==> src/rtl/core/pfrsc_pkg.sv <==
// types and codes shared by the packet file receiver modules
// no dependencies
package pfrsc_pkg;

  localparam int LEN_W = 20;
  localparam int SUM_W = 32;
  localparam int BYTE_W = 8;
  localparam int CFG_DATA_W = 32;
  localparam int CFG_ADDR_W = 2;

  // request codes
  localparam logic [1:0] REQ_START   = 2'd0;
  localparam logic [1:0] REQ_BYTE    = 2'd1;
  localparam logic [1:0] REQ_TIMEOUT = 2'd2;

  // result codes
  localparam logic [1:0] KIND_DATA   = 2'd0;
  localparam logic [1:0] KIND_ACCEPT = 2'd1;
  localparam logic [1:0] KIND_REJECT = 2'd2;
  localparam logic [1:0] KIND_ABORT  = 2'd3;

  // register byte addresses
  localparam logic [CFG_ADDR_W-1:0] ADDR_FILE_LENGTH = 2'd0;

  typedef enum logic [2:0] {
    PH_IDLE  = 3'b001,
    PH_DATA  = 3'b010,
    PH_CHECK = 3'b100
  } phase_t;

  // item held in the input register
  typedef struct packed {
    logic              valid;
    logic [1:0]        req_type;
    logic [BYTE_W-1:0] rx_byte;
  } stage_t;

  // result produced by the core for the output register
  typedef struct packed {
    logic              valid;
    logic [1:0]        result_kind;
    logic [BYTE_W-1:0] data_out;
    logic              transfer_done;
  } result_t;

endpackage

==> src/rtl/core/pfrsc_chan_if.sv <==
// valid/ready channels for request beats and result beats
// depends on pfrsc_pkg
interface pfrsc_in_if;
  import pfrsc_pkg::*;
  logic              valid;
  logic              ready;
  logic [1:0]        req_type;
  logic [BYTE_W-1:0] rx_byte;

  modport source (output valid, output req_type, output rx_byte, input ready);
  modport sink (input valid, input req_type, input rx_byte, output ready);
endinterface

interface pfrsc_out_if;
  import pfrsc_pkg::*;
  logic              valid;
  logic              ready;
  logic [1:0]        result_kind;
  logic [BYTE_W-1:0] data_out;
  logic              transfer_done;

  modport source (output valid, output result_kind, output data_out,
                  output transfer_done, input ready);
  modport sink (input valid, input result_kind, input data_out,
                input transfer_done, output ready);
endinterface

==> src/rtl/core/packet_file_receiver_sum_check.sv <==
// packet file receiver with additive checksum, top level
// depends on pfrsc_pkg, pfrsc_chan_if, pfrsc_cfg_regs, pfrsc_in_stage, pfrsc_core,
// pfrsc_out_stage
//
// usage:
//   write file_length at byte address 0 of the cfg port while the block is idle.
//   in_ch carries request beats: start, received byte, or receive timeout.
//   out_ch carries result beats: tentative data byte, packet accept,
//   packet reject, or abort. a request beat yields zero or one result beat.
//   each packet is min(remaining, PACKET_BYTES) data bytes then a 4-byte
//   little-endian checksum; a reject means the same packet is sent again.
// timing:
//   a request beat lands in the input register; when the result register is free,
//   the state updates and the result register loads, so out_ch.valid is registered.
//   one beat per cycle is sustained while out_ch takes every result beat; a stall
//   on out_ch holds the state update between those two registers.
// reset and stall:
//   rst_n (synchronous) clears the length register, the transfer state and both
//   pipeline registers; the block is then idle. when out_ch stalls, the result
//   register holds, the input register fills and in_ch.ready drops once both
//   are full; nothing is lost.
module packet_file_receiver_sum_check #(
  parameter int PACKET_BYTES = 1000
) (
  input  logic                             clk,
  input  logic                             rst_n,
  pfrsc_in_if.sink                         in_ch,
  pfrsc_out_if.source                      out_ch,
  input  logic                             cfg_psel,
  input  logic                             cfg_penable,
  input  logic                             cfg_pwrite,
  input  logic [pfrsc_pkg::CFG_ADDR_W-1:0] cfg_paddr,
  input  logic [pfrsc_pkg::CFG_DATA_W-1:0] cfg_pwdata,
  output logic [pfrsc_pkg::CFG_DATA_W-1:0] cfg_prdata,
  output logic                             cfg_pready
);
  import pfrsc_pkg::*;

  logic [LEN_W-1:0] file_length;
  stage_t           stage;
  result_t          result;
  logic             advance;

  pfrsc_cfg_regs u_cfg (
    .clk         (clk),
    .rst_n       (rst_n),
    .psel        (cfg_psel),
    .penable     (cfg_penable),
    .pwrite      (cfg_pwrite),
    .paddr       (cfg_paddr),
    .pwdata      (cfg_pwdata),
    .prdata      (cfg_prdata),
    .pready      (cfg_pready),
    .file_length (file_length)
  );

  pfrsc_in_stage u_in (
    .clk      (clk),
    .rst_n    (rst_n),
    .in_valid (in_ch.valid),
    .in_ready (in_ch.ready),
    .req_type (in_ch.req_type),
    .rx_byte  (in_ch.rx_byte),
    .advance  (advance),
    .stage    (stage)
  );

  pfrsc_core #(
    .PACKET_BYTES (PACKET_BYTES)
  ) u_core (
    .clk         (clk),
    .rst_n       (rst_n),
    .stage       (stage),
    .advance     (advance),
    .file_length (file_length),
    .result      (result)
  );

  pfrsc_out_stage u_out (
    .clk           (clk),
    .rst_n         (rst_n),
    .result        (result),
    .advance       (advance),
    .out_valid     (out_ch.valid),
    .out_ready     (out_ch.ready),
    .result_kind   (out_ch.result_kind),
    .data_out      (out_ch.data_out),
    .transfer_done (out_ch.transfer_done)
  );
endmodule

==> src/rtl/core/pfrsc_cfg_regs.sv <==
// apb-style register port holding the file length
// depends on pfrsc_pkg
module pfrsc_cfg_regs (
  input  logic                             clk,
  input  logic                             rst_n,
  input  logic                             psel,
  input  logic                             penable,
  input  logic                             pwrite,
  input  logic [pfrsc_pkg::CFG_ADDR_W-1:0] paddr,
  input  logic [pfrsc_pkg::CFG_DATA_W-1:0] pwdata,
  output logic [pfrsc_pkg::CFG_DATA_W-1:0] prdata,
  output logic                             pready,
  output logic [pfrsc_pkg::LEN_W-1:0]      file_length
);
  import pfrsc_pkg::*;

  logic [LEN_W-1:0] file_length_r;
  logic [LEN_W-1:0] file_length_nxt;
  logic             wr_en;

  assign pready = 1'b1;
  assign wr_en  = psel && penable && pwrite && (paddr == ADDR_FILE_LENGTH);

  always_comb begin
    file_length_nxt = file_length_r;
    if (wr_en) begin
      file_length_nxt = pwdata[LEN_W-1:0];
    end
  end

  always_ff @(posedge clk) begin
    if (!rst_n) begin
      file_length_r <= '0;
    end else begin
      file_length_r <= file_length_nxt;
    end
  end

  always_comb begin
    prdata = '0;
    if (paddr == ADDR_FILE_LENGTH) begin
      prdata = {{(CFG_DATA_W-LEN_W){1'b0}}, file_length_r};
    end
  end

  assign file_length = file_length_r;
endmodule

==> src/rtl/core/pfrsc_in_stage.sv <==
// input register for request beats
// depends on pfrsc_pkg
module pfrsc_in_stage (
  input  logic                         clk,
  input  logic                         rst_n,
  input  logic                         in_valid,
  output logic                         in_ready,
  input  logic [1:0]                   req_type,
  input  logic [pfrsc_pkg::BYTE_W-1:0] rx_byte,
  input  logic                         advance,
  output pfrsc_pkg::stage_t            stage
);
  import pfrsc_pkg::*;

  logic              valid_r;
  logic              valid_nxt;
  logic [1:0]        req_r;
  logic [BYTE_W-1:0] byte_r;
  logic              take;

  // the register frees up in the same cycle the core consumes it
  assign in_ready = !valid_r || advance;
  assign take     = in_valid && in_ready;

  always_comb begin
    valid_nxt = valid_r;
    if (take) begin
      valid_nxt = 1'b1;
    end else if (advance) begin
      valid_nxt = 1'b0;
    end
  end

  always_ff @(posedge clk) begin
    if (!rst_n) begin
      valid_r <= 1'b0;
    end else begin
      valid_r <= valid_nxt;
    end
  end

  always_ff @(posedge clk) begin
    if (take) begin
      req_r  <= req_type;
      byte_r <= rx_byte;
    end
  end

  assign stage = '{valid: valid_r, req_type: req_r, rx_byte: byte_r};
endmodule

==> src/rtl/core/pfrsc_core.sv <==
// transfer state and per-beat packet/checksum logic
// depends on pfrsc_pkg
module pfrsc_core #(
  parameter int PACKET_BYTES = 1000
) (
  input  logic                        clk,
  input  logic                        rst_n,
  input  pfrsc_pkg::stage_t           stage,
  input  logic                        advance,
  input  logic [pfrsc_pkg::LEN_W-1:0] file_length,
  output pfrsc_pkg::result_t          result
);
  import pfrsc_pkg::*;

  localparam int PKT_CNT_W = $clog2(PACKET_BYTES + 1);
  // position also counts the four checksum bytes
  localparam int POS_W = (PKT_CNT_W < 2) ? 2 : PKT_CNT_W;
  localparam logic [LEN_W-1:0] PKT_LEN = LEN_W'(PACKET_BYTES);

  phase_t           phase_r, phase_nxt;
  logic [LEN_W-1:0] rem_r, rem_nxt;
  logic [POS_W-1:0] pos_r, pos_nxt;
  logic [SUM_W-1:0] run_sum_r, run_sum_nxt;
  logic [SUM_W-1:0] sent_sum_r, sent_sum_nxt;

  logic [POS_W-1:0] plen;
  logic [POS_W-1:0] pos_inc;
  logic [LEN_W-1:0] rem_after;
  logic [SUM_W-1:0] sent_full;

  assign plen      = (rem_r > PKT_LEN) ? POS_W'(PACKET_BYTES) : rem_r[POS_W-1:0];
  assign pos_inc   = pos_r + 1'b1;
  assign rem_after = rem_r - {{(LEN_W-POS_W){1'b0}}, plen};
  assign sent_full = sent_sum_r
                   | ({{(SUM_W-BYTE_W){1'b0}}, stage.rx_byte} << {pos_r[1:0], 3'b000});

  always_comb begin
    phase_nxt    = phase_r;
    rem_nxt      = rem_r;
    pos_nxt      = pos_r;
    run_sum_nxt  = run_sum_r;
    sent_sum_nxt = sent_sum_r;
    result       = '0;

    case (stage.req_type)
      REQ_START: begin
        pos_nxt      = '0;
        run_sum_nxt  = '0;
        sent_sum_nxt = '0;
        rem_nxt      = file_length;
        if (file_length == '0) begin
          phase_nxt            = PH_IDLE;
          result.valid         = 1'b1;
          result.result_kind   = KIND_ACCEPT;
          result.transfer_done = 1'b1;
        end else begin
          phase_nxt = PH_DATA;
        end
      end
      REQ_TIMEOUT: begin
        if (phase_r != PH_IDLE) begin
          phase_nxt          = PH_IDLE;
          rem_nxt            = '0;
          pos_nxt            = '0;
          run_sum_nxt        = '0;
          sent_sum_nxt       = '0;
          result.valid       = 1'b1;
          result.result_kind = KIND_ABORT;
        end
      end
      REQ_BYTE: begin
        case (phase_r)
          PH_DATA: begin
            run_sum_nxt = run_sum_r + {{(SUM_W-BYTE_W){1'b0}}, stage.rx_byte};
            if (pos_inc >= plen) begin
              phase_nxt = PH_CHECK;
              pos_nxt   = '0;
            end else begin
              pos_nxt = pos_inc;
            end
            result.valid       = 1'b1;
            result.result_kind = KIND_DATA;
            result.data_out    = stage.rx_byte;
          end
          PH_CHECK: begin
            if (pos_r[1:0] != 2'd3) begin
              sent_sum_nxt = sent_full;
              pos_nxt      = pos_inc;
            end else begin
              pos_nxt      = '0;
              run_sum_nxt  = '0;
              sent_sum_nxt = '0;
              result.valid = 1'b1;
              if (sent_full != run_sum_r) begin
                // same packet comes again
                phase_nxt          = PH_DATA;
                result.result_kind = KIND_REJECT;
              end else begin
                rem_nxt            = rem_after;
                result.result_kind = KIND_ACCEPT;
                if (rem_after == '0) begin
                  phase_nxt            = PH_IDLE;
                  result.transfer_done = 1'b1;
                end else begin
                  phase_nxt = PH_DATA;
                end
              end
            end
          end
          default: begin
          end
        endcase
      end
      default: begin
      end
    endcase

    if (!(stage.valid && advance)) begin
      result.valid = 1'b0;
    end
  end

  always_ff @(posedge clk) begin
    if (!rst_n) begin
      phase_r    <= PH_IDLE;
      rem_r      <= '0;
      pos_r      <= '0;
      run_sum_r  <= '0;
      sent_sum_r <= '0;
    end else if (stage.valid && advance) begin
      phase_r    <= phase_nxt;
      rem_r      <= rem_nxt;
      pos_r      <= pos_nxt;
      run_sum_r  <= run_sum_nxt;
      sent_sum_r <= sent_sum_nxt;
    end
  end
endmodule

==> src/rtl/core/pfrsc_out_stage.sv <==
// result register toward the output channel
// depends on pfrsc_pkg
module pfrsc_out_stage (
  input  logic                         clk,
  input  logic                         rst_n,
  input  pfrsc_pkg::result_t           result,
  output logic                         advance,
  output logic                         out_valid,
  input  logic                         out_ready,
  output logic [1:0]                   result_kind,
  output logic [pfrsc_pkg::BYTE_W-1:0] data_out,
  output logic                         transfer_done
);
  import pfrsc_pkg::*;

  logic              valid_r;
  logic              valid_nxt;
  logic [1:0]        kind_r;
  logic [BYTE_W-1:0] data_r;
  logic              done_r;

  // free when empty or the held beat leaves this cycle
  assign advance = !valid_r || out_ready;

  always_comb begin
    valid_nxt = valid_r;
    if (advance) begin
      valid_nxt = result.valid;
    end
  end

  always_ff @(posedge clk) begin
    if (!rst_n) begin
      valid_r <= 1'b0;
    end else begin
      valid_r <= valid_nxt;
    end
  end

  always_ff @(posedge clk) begin
    if (advance && result.valid) begin
      kind_r <= result.result_kind;
      data_r <= result.data_out;
      done_r <= result.transfer_done;
    end
  end

  assign out_valid     = valid_r;
  assign result_kind   = kind_r;
  assign data_out      = data_r;
  assign transfer_done = done_r;
endmodule

==> src/flat_wrapper.sv <==
// flat-port wrapper written by rule: the top's interface ports become plain ports
module packet_file_receiver_sum_check_flat import pfrsc_pkg::*;
#(
  parameter int PACKET_BYTES = 1000
)
  (clk, rst_n, cfg_psel, cfg_penable, cfg_pwrite, cfg_paddr, cfg_pwdata, cfg_prdata, cfg_pready, in_ch_valid, in_ch_req_type, in_ch_rx_byte, in_ch_ready, out_ch_valid, out_ch_result_kind, out_ch_data_out, out_ch_transfer_done, out_ch_ready);
  pfrsc_in_if in_ch_i ();
  pfrsc_out_if out_ch_i ();
  input  logic clk;
  input  logic rst_n;
  input  logic cfg_psel;
  input  logic cfg_penable;
  input  logic cfg_pwrite;
  input  logic [pfrsc_pkg::CFG_ADDR_W-1:0] cfg_paddr;
  input  logic [pfrsc_pkg::CFG_DATA_W-1:0] cfg_pwdata;
  output logic [pfrsc_pkg::CFG_DATA_W-1:0] cfg_prdata;
  output logic cfg_pready;
  input wire logic [$bits(in_ch_i.valid)-1:0] in_ch_valid;
  input wire logic [$bits(in_ch_i.req_type)-1:0] in_ch_req_type;
  input wire logic [$bits(in_ch_i.rx_byte)-1:0] in_ch_rx_byte;
  output wire logic [$bits(in_ch_i.ready)-1:0] in_ch_ready;
  output wire logic [$bits(out_ch_i.valid)-1:0] out_ch_valid;
  output wire logic [$bits(out_ch_i.result_kind)-1:0] out_ch_result_kind;
  output wire logic [$bits(out_ch_i.data_out)-1:0] out_ch_data_out;
  output wire logic [$bits(out_ch_i.transfer_done)-1:0] out_ch_transfer_done;
  input wire logic [$bits(out_ch_i.ready)-1:0] out_ch_ready;
  assign in_ch_i.valid = in_ch_valid;
  assign in_ch_i.req_type = in_ch_req_type;
  assign in_ch_i.rx_byte = in_ch_rx_byte;
  assign in_ch_ready = in_ch_i.ready;
  assign out_ch_valid = out_ch_i.valid;
  assign out_ch_result_kind = out_ch_i.result_kind;
  assign out_ch_data_out = out_ch_i.data_out;
  assign out_ch_transfer_done = out_ch_i.transfer_done;
  assign out_ch_i.ready = out_ch_ready;
  packet_file_receiver_sum_check #(.PACKET_BYTES(PACKET_BYTES)) u_core (.clk(clk), .rst_n(rst_n), .in_ch(in_ch_i), .out_ch(out_ch_i), .cfg_psel(cfg_psel), .cfg_penable(cfg_penable), .cfg_pwrite(cfg_pwrite), .cfg_paddr(cfg_paddr), .cfg_pwdata(cfg_pwdata), .cfg_prdata(cfg_prdata), .cfg_pready(cfg_pready));
endmodule
==> config.mk <==
export PLATFORM = sky130hd
export DESIGN_NAME = packet_file_receiver_sum_check_flat
export DESIGN_NICKNAME = d
export VERILOG_FILES = /design/src/rtl/core/pfrsc_pkg.sv /design/src/rtl/core/pfrsc_chan_if.sv /design/src/rtl/core/packet_file_receiver_sum_check.sv /design/src/rtl/core/pfrsc_cfg_regs.sv /design/src/rtl/core/pfrsc_in_stage.sv /design/src/rtl/core/pfrsc_core.sv /design/src/rtl/core/pfrsc_out_stage.sv /design/src/flat_wrapper.sv
export SDC_FILE = /design/constraint.sdc
export NUM_CORES = 1
export LEC_CHECK = 0
export BUFFER_PORTS_ARGS = -buffer_cell sky130_fd_sc_hd__buf_4
export CAP_MARGIN = 15
export CORE_UTILIZATION = 55
export CTS_CLUSTER_DIAMETER = 50
export DETAILED_ROUTE_END_ITERATION = 12
export PLACE_DENSITY_LB_ADDON = 0.12
export SLEW_MARGIN = 30
export SYNTH_ARGS = -nofsm -noshare
export SYNTH_HDL_FRONTEND = slang
export SYNTH_SLANG_ARGS = --single-unit
==> constraint.sdc <==
create_clock -name clk -period 5.8 [get_ports clk]
set_input_delay 1.16 -clock clk [delete_from_list [all_inputs] [get_ports clk]]
set_output_delay 1.16 -clock clk [all_outputs]
set_load 0.05 [all_outputs]
-- Word-level counts from Yosys, hierarchy flattened
Index checks and enable logic that the tools add are counted.
- latch bits: 0
- register bits after elaboration: 140
- memories: 0
- memory bits (read-only): 0
- RAM bits: 0
- divide/modulo/power cells: 0
- bitwise operators: 1
- multipliers: 0
- multiplexer cells: 42
- equality and inequality tests: 14
- shifts and indexed selects: 1
- reduce and logical (&&, ||, !) cells: 22
- $lt $le $gt $ge: 2
- add/sub/neg operators: 3
- operator list (cell ; count):
    $pmux W32 S3 ; 2
    $mux W32 ; 4
    $mux W20 ; 5
    $pmux W32 S2 ; 1
    $pmux W20 S3 ; 1
    $logic_not A20 Y1 ; 2
    $mux W10 ; 4
    $add A32 B8 Y32 ; 1
    $ne A32 B32 Y1 ; 1
    $or A32 B32 Y32 ; 1
    $shl A8 B5 Y32 ; 1
    $pmux W10 S3 ; 1
    $mux W3 ; 7
    $gt A20 B10 Y1 const B ; 1
    $pmux W10 S2 ; 1
    $sub A20 B10 Y20 ; 1
    $pmux W3 S3 ; 2
    $pmux W3 S2 ; 2
    $reduce_and A6 Y1 ; 2
    $add A10 B1 Y10 const B ; 1
    $ge A10 B10 Y1 ; 1
    $mux W1 ; 8
    $ne A2 B2 Y1 const B ; 4
    $reduce_and A4 Y1 ; 2
    17 further kinds ; 29

-- Depth between registers and ports, before layout
- depth after elaboration: 9
- gate-level depth with buffers: 16
- gate-level depth less buffers: 13

-- Cells and area by module
Synthesis repeated with hierarchy kept, for this count alone.
- cell total of the unflattened synthesis: 1020
- area total of the unflattened synthesis: 8539.4 sq um
- by module, submodules not included (module ; cells each ; instances ; area an instance (sq um)):
    pfrsc_core ; 862 ; 1 ; 6716.4
    pfrsc_cfg_regs ; 126 ; 1 ; 1069.8
    pfrsc_out_stage ; 16 ; 1 ; 387.9
    pfrsc_in_stage ; 16 ; 1 ; 365.4

-- Worst setup path after synthesis
OpenSTA, ideal clock, no wires.
- path kind: input port to output port
- start point: input port cfg_paddr[1] (netlist bit)
- end point: output port cfg_prdata[10] (netlist bit)
- stages: 2
- data required time: 4.640 ns
- path buffers: 1
- slack: 2.223 ns
- arrival: 2.417 ns
- path through: clkbuf_1 > nor3_1
- cells in the longest elaborated chain, start to end: 2
- ends and longest elaborated chain (item ; RTL line ; source):
    from (decl) ; flat_wrapper.sv:14 ; input logic [pfrsc_pkg::CFG_ADDR_W-1:0] cfg_paddr;
    $logic_not A2 Y1 ; pfrsc_cfg_regs.sv:41 ; if (paddr == ADDR_FILE_LENGTH) begin
    $mux W20 ; pfrsc_cfg_regs.sv:41 ;
    to (decl) ; flat_wrapper.sv:16 ; output logic [pfrsc_pkg::CFG_DATA_W-1:0] cfg_prdata;
No other way between the ends.

-- Worst setup path after layout
- start point: register u_core.u_core.rem_r[4]
- end point: register u_core.u_core.phase_r[0]
- cells in the longest elaborated chain, start to end: 9
- ends and longest elaborated chain (item ; RTL line ; source):
    from (decl) ; pfrsc_core.sv:21 ; logic [LEN_W-1:0] rem_r, rem_nxt;
    from (signal assigned) ; pfrsc_core.sv:132 ; rem_r <= rem_nxt;
    $gt A20 B10 Y1 ; pfrsc_core.sv:31 ; assign plen = (rem_r > PKT_LEN) ? POS_W'(PACKET_BYTES) : rem_r[POS_W-1:0];
    $mux W10 ; pfrsc_core.sv:31 ;
    $sub A20 B10 Y20 ; pfrsc_core.sv:33 ; assign rem_after = rem_r - {{(LEN_W-POS_W){1'b0}}, plen};
    $logic_not A20 Y1 ; pfrsc_core.sv:101 ; if (rem_after == '0) begin
    $mux W2 ; pfrsc_core.sv:101 ;
    $mux W3 ; pfrsc_core.sv:94 ; if (sent_full != run_sum_r) begin
    $mux W3 ; pfrsc_core.sv:86 ; if (pos_r[1:0] != 2'd3) begin
    $pmux W3 S2 ; pfrsc_core.sv:72 ; case (phase_r)
    $pmux W3 S3 ; pfrsc_core.sv:45 ; case (stage.req_type)
    to (signal assigned) ; pfrsc_core.sv:131 ; phase_r <= phase_nxt;
    to (decl) ; pfrsc_core.sv:20 ; phase_t phase_r, phase_nxt;
Several ways; a longest one is shown, not always the timed one. The select of a mux whose other input is x is not followed.
A chain may end at the register's enable or synchronous reset.

==> results.sh <==
export IMPL_status="finished clean"
export IMPL_power_frac_seq=0.437
export IMPL_clk_pin_slew_ns=0.06
export IMPL_io_buffers=71
export IMPL_io_pins=97
export IMPL_netlist_area_mm2=0.00822
export IMPL_hold_depth=2
export IMPL_holdCritStartpoint="u_core.u_cfg.file_length[16]"
export IMPL_synth_edf_count=21
export IMPL_cts_buffer_depth=2
export IMPL_htreeDepth=4
export IMPL_firstDrtPassIters=6
export IMPL_antennaDiodeCount=0
export IMPL_routed_wl_mm=21.6
export IMPL_hold_viol_final=0
export IMPL_grt_antenna_before_repair=0
export IMPL_slowest_delay_ns=0.61
export IMPL_synth_largest_area_cell="dfxtp_1"
export IMPL_async_flop_share=0
export IMPL_yosysSeqAreaShare=0.367
export IMPL_r2r_end="u_core.u_core.phase_r[0]"
export IMPL_rsz0062_at_grt="no"
export IMPL_clock_power_share=0.445
export IMPL_hp_class="reg2reg"
export IMPL_cts_root_buf="clkbuf_16"
export IMPL_dieArea_mm2=0.0154
export IMPL_wl_per_cell_um=17.3
export IMPL_place_congestion=0.896
export IMPL_maxCapViolations=0
export IMPL_start_util=0.565
export IMPL_cp_top_family="simple AND/OR/NAND/NOR gates"
export IMPL_reg2reg_from="u_core.u_core.rem_r[4]"
export IMPL_synth_cell_types=77
export IMPL_setup_tns_ns=0
export IMPL_drive_above_1_share=0.129
export IMPL_cts_resized=0
export IMPL_required_ns=6.16
export IMPL_holdWs_ns=0.475
export IMPL_powerDensity_mw_per_mm2=256
export IMPL_die_h_um=124
export IMPL_hold_end="u_core.u_cfg.file_length[16]"
export IMPL_post_dp_hpwl_mm=14.8
export IMPL_path_cells="or3b_2 > a211o_1 > or4b_4 > o21ai_0 > ha_1 > or4_1 > nand4_1 > nand2_1 > a2111oi_0 > nor4b_2 > o31ai_1 > a21oi_1"
export IMPL_setup_violations=0
export IMPL_switching_share=0.269
export IMPL_cts_num_sinks=140
export IMPL_drc_errors=0
export IMPL_fin_crit_sh=0.764
export IMPL_p_comb_frac=0.118
export IMPL_ys_warnings_count=0
export IMPL_finClkSkew_ns=0.00525
export IMPL_slowest_stage="a2111oi_0"
export IMPL_critical_path_arrival_ns=4.79
export IMPL_rr_worst_depth=12
export IMPL_grt_pass1_wl_mm=35.7
export IMPL_synth_flop_cell="dfxtp_1"
export IMPL_finalInstanceArea_mm2=0.00928
export IMPL_syn_area_per_cell_um2=8.07
export IMPL_crit_path_end_kind="flip-flop"
export IMPL_drt_first_iter_violations=800
export IMPL_cp_max_fo=12
export IMPL_period_minus_slack_ns=4.43
export IMPL_max_slew_margin=0.447
export IMPL_areaGrowthSynthToFinish_pct=13.0
export IMPL_ff2ff_setup_slack_ns=1.37
export IMPL_drv_slew=0
export IMPL_numCtsBuffers=17
export IMPL_worstMarginPinSlew_ns=0.809
export IMPL_power_uw=2380
export IMPL_viasPerCell=6.09
export IMPL_grt_pass1_vias=6965
export IMPL_core_area_mm2=0.0145
export IMPL_fin_nets=1126
export IMPL_cts_hold_buf=0
export IMPL_p_switching_uw=639
export IMPL_synth_top_area_share=0.290
export IMPL_antenna_left=0
export IMPL_ir_worst_vdd_mv=0.218
export IMPL_synth_seq_cells=140
export IMPL_path_buf_inv=0
export IMPL_synth_area_top_cells="dfxtp_1 (29%), edfxtp_1 (7.7%), a21oi_1 (5.8%)"
export IMPL_num_vias=7593
export IMPL_cts_setup_buffers=0
export IMPL_grt_use_total=0.287
export IMPL_grt_max_degree=49
export IMPL_die_x_um=124
export IMPL_synthCells=1018
export IMPL_p_int_uw=1740
export IMPL_placed_area_mm2=0.00871
export IMPL_gr_total_overflow=0
export IMPL_clock_latency_ns=0.42
export IMPL_core_rowCount=44
export IMPL_cts_tree="done"
export IMPL_max_clock_freq_mhz=226
export IMPL_crit_path_start_kind="flip-flop"
export IMPL_path_class="reg2reg"
export IMPL_leakage_uw=0.00351
through the flow:
stage                util  cells  worst slack, ns
detailed placement  0.599   1214             1.49
finish              0.639   1246             1.37
global route        0.639   1246             1.14
global placement    0.599   1214             1.49
floorplan               -   1030             2.22
CTS                 0.639   1246             1.45
layout make-up:
class,instances,area [µm²]
clock buffers,22,485
multi-input cells,781,4750
fillers,1294,5250
clock inverters,10,85.1
inverters,27,101
well taps,184,230
flip-flops and latches,140,3010
repair buffers,82,616
worst max path at each step:
stage	from	endpoint	cells after the start
2_1_floorplan	cfg_paddr[1]	cfg_prdata[10]	2
3_3_place_gp	u_core.u_core.rem_r[4]	u_core.u_core.phase_r[1]	12
3_5_place_dp	u_core.u_core.rem_r[4]	u_core.u_core.phase_r[1]	12
4_1_cts	u_core.u_core.rem_r[4]	u_core.u_core.phase_r[1]	12
5_1_grt	u_core.u_core.rem_r[4]	u_core.u_core.phase_r[1]	12
6_report	u_core.u_core.rem_r[4]	u_core.u_core.phase_r[0]	12
state kept, by name, indices dropped and copies added, names as in the netlist:
name and flops:
u_core.u_in.valid_r 1, u_core.u_out.data_out 8, u_core.u_out.result_kind 2, u_core.u_core.pos_r 10
u_core.u_core.sent_sum_r 32, u_core.u_core.rem_r 20, u_core.u_core.phase_r 3, u_core.u_in.req_r 2
u_core.u_cfg.file_length 20, u_core.u_in.byte_r 8, u_core.u_out.out_valid 1, u_core.u_out.transfer_done 1
u_core.u_core.run_sum_r 32
synthesized netlist by cell type, drive strengths merged (4+ instances only):
library cell / instances
a31o: 7
nand4: 11
or2: 11
edfxtp: 21
nand2b: 8
nor4b: 7
nor3: 28
a22oi: 11
nor3b: 15
inv: 27
xnor2: 42
o221ai: 7
nand2: 105
dfxtp: 119
nor4: 15
a211o: 5
a2111oi: 9
clkbuf: 46
a21oi: 96
and4b: 8
nand3b: 10
and3: 12
o31ai: 5
a21o: 6
buf: 36
ha: 25
a221oi: 4
o21ai: 33
or4: 4
or3: 7
and2: 43
a211oi: 11
o32ai: 4
o21a: 8
nand3: 26
nor2: 117
xor2: 4
o2bb2ai: 4
a31oi: 24
layout by cell type (no fill, tap or decap), drive strengths merged, types with 5 or more instances in the layout:
| cell type | synthesis | routed |
|---|---|---|
| a2111oi | 9 | 9 |
| a211o | 5 | 5 |
| a211oi | 11 | 11 |
| a21o | 6 | 6 |
| a21oi | 96 | 96 |
| a22oi | 11 | 11 |
| a31o | 7 | 7 |
| a31oi | 24 | 24 |
| and2 | 43 | 43 |
| and3 | 12 | 12 |
| and4b | 8 | 8 |
| buf | 36 | 82 |
| clkbuf | 46 | 22 |
| conb | 2 | 14 |
| dfxtp | 119 | 119 |
| edfxtp | 21 | 21 |
| ha | 25 | 25 |
| inv | 27 | 31 |
| nand2 | 105 | 105 |
| nand2b | 8 | 8 |
| nand3 | 26 | 26 |
| nand3b | 10 | 10 |
| nand4 | 11 | 11 |
| nor2 | 117 | 117 |
| nor3 | 28 | 28 |
| nor3b | 15 | 15 |
| nor4 | 15 | 15 |
| nor4b | 7 | 7 |
| o21a | 8 | 8 |
| o21ai | 33 | 33 |
| o221ai | 7 | 7 |
| o31ai | 5 | 5 |
| or2 | 11 | 11 |
| or3 | 7 | 7 |
| xnor2 | 42 | 42 |
worst reg2reg max path, stage by stage (launching register included):
cell and delay [ns]:
dfxtp_1 0.54, or3b_2 0.51, a211o_1 0.32, or4b_4 0.24, o21ai_0 0.08, ha_1 0.31
or4_1 0.49, nand4_1 0.29, nand2_1 0.21, a2111oi_0 0.61, nor4b_2 0.42, o31ai_1 0.16
a21oi_1 0.18
metal layers:
| metal | global-route usage | vias up | share of wire |
|---|---|---|---|
| li1 | - | 3694 | - |
| met1 | 0.407 | 3568 | 0.48 |
| met2 | 0.426 | 284 | 0.43 |
| met3 | 0.0659 | 47 | 0.071 |
| met4 | 0.0999 | 0 | 0.022 |
| met5 | 0 | - | 0 |
power groups by stage:
| stage | registers, µW | clock network (µW) | logic [µW] |
|---|---|---|---|
| 2_1_floorplan | 1050 | 0 | 214 |
| 3_3_place_gp | 1060 | 0 | 273 |
| 3_5_place_dp | 1060 | 0 | 275 |
| 4_1_cts | 1040 | 1070 | 277 |
| 5_1_grt | 1040 | 1120 | 307 |
| 6_report | 1040 | 1060 | 280 |
cell families (layout without fill, tap and decap cells):
logic type	Yosys count	count (layout)	share of synthesized area
AO/OA/AOI/OAI	258	258	0.208
XOR/XNOR	46	46	0.0490
adder cells (fa/ha/maj)	26	26	0.0405
buffers and inverters	109	141	0.0614
flip-flops	140	140	0.367
multiplexers	1	1	0.00122
other	2	14	0.000914
AND/OR/NAND/NOR	436	436	0.272
No activity file was read; power rests on OpenSTA's default activity.
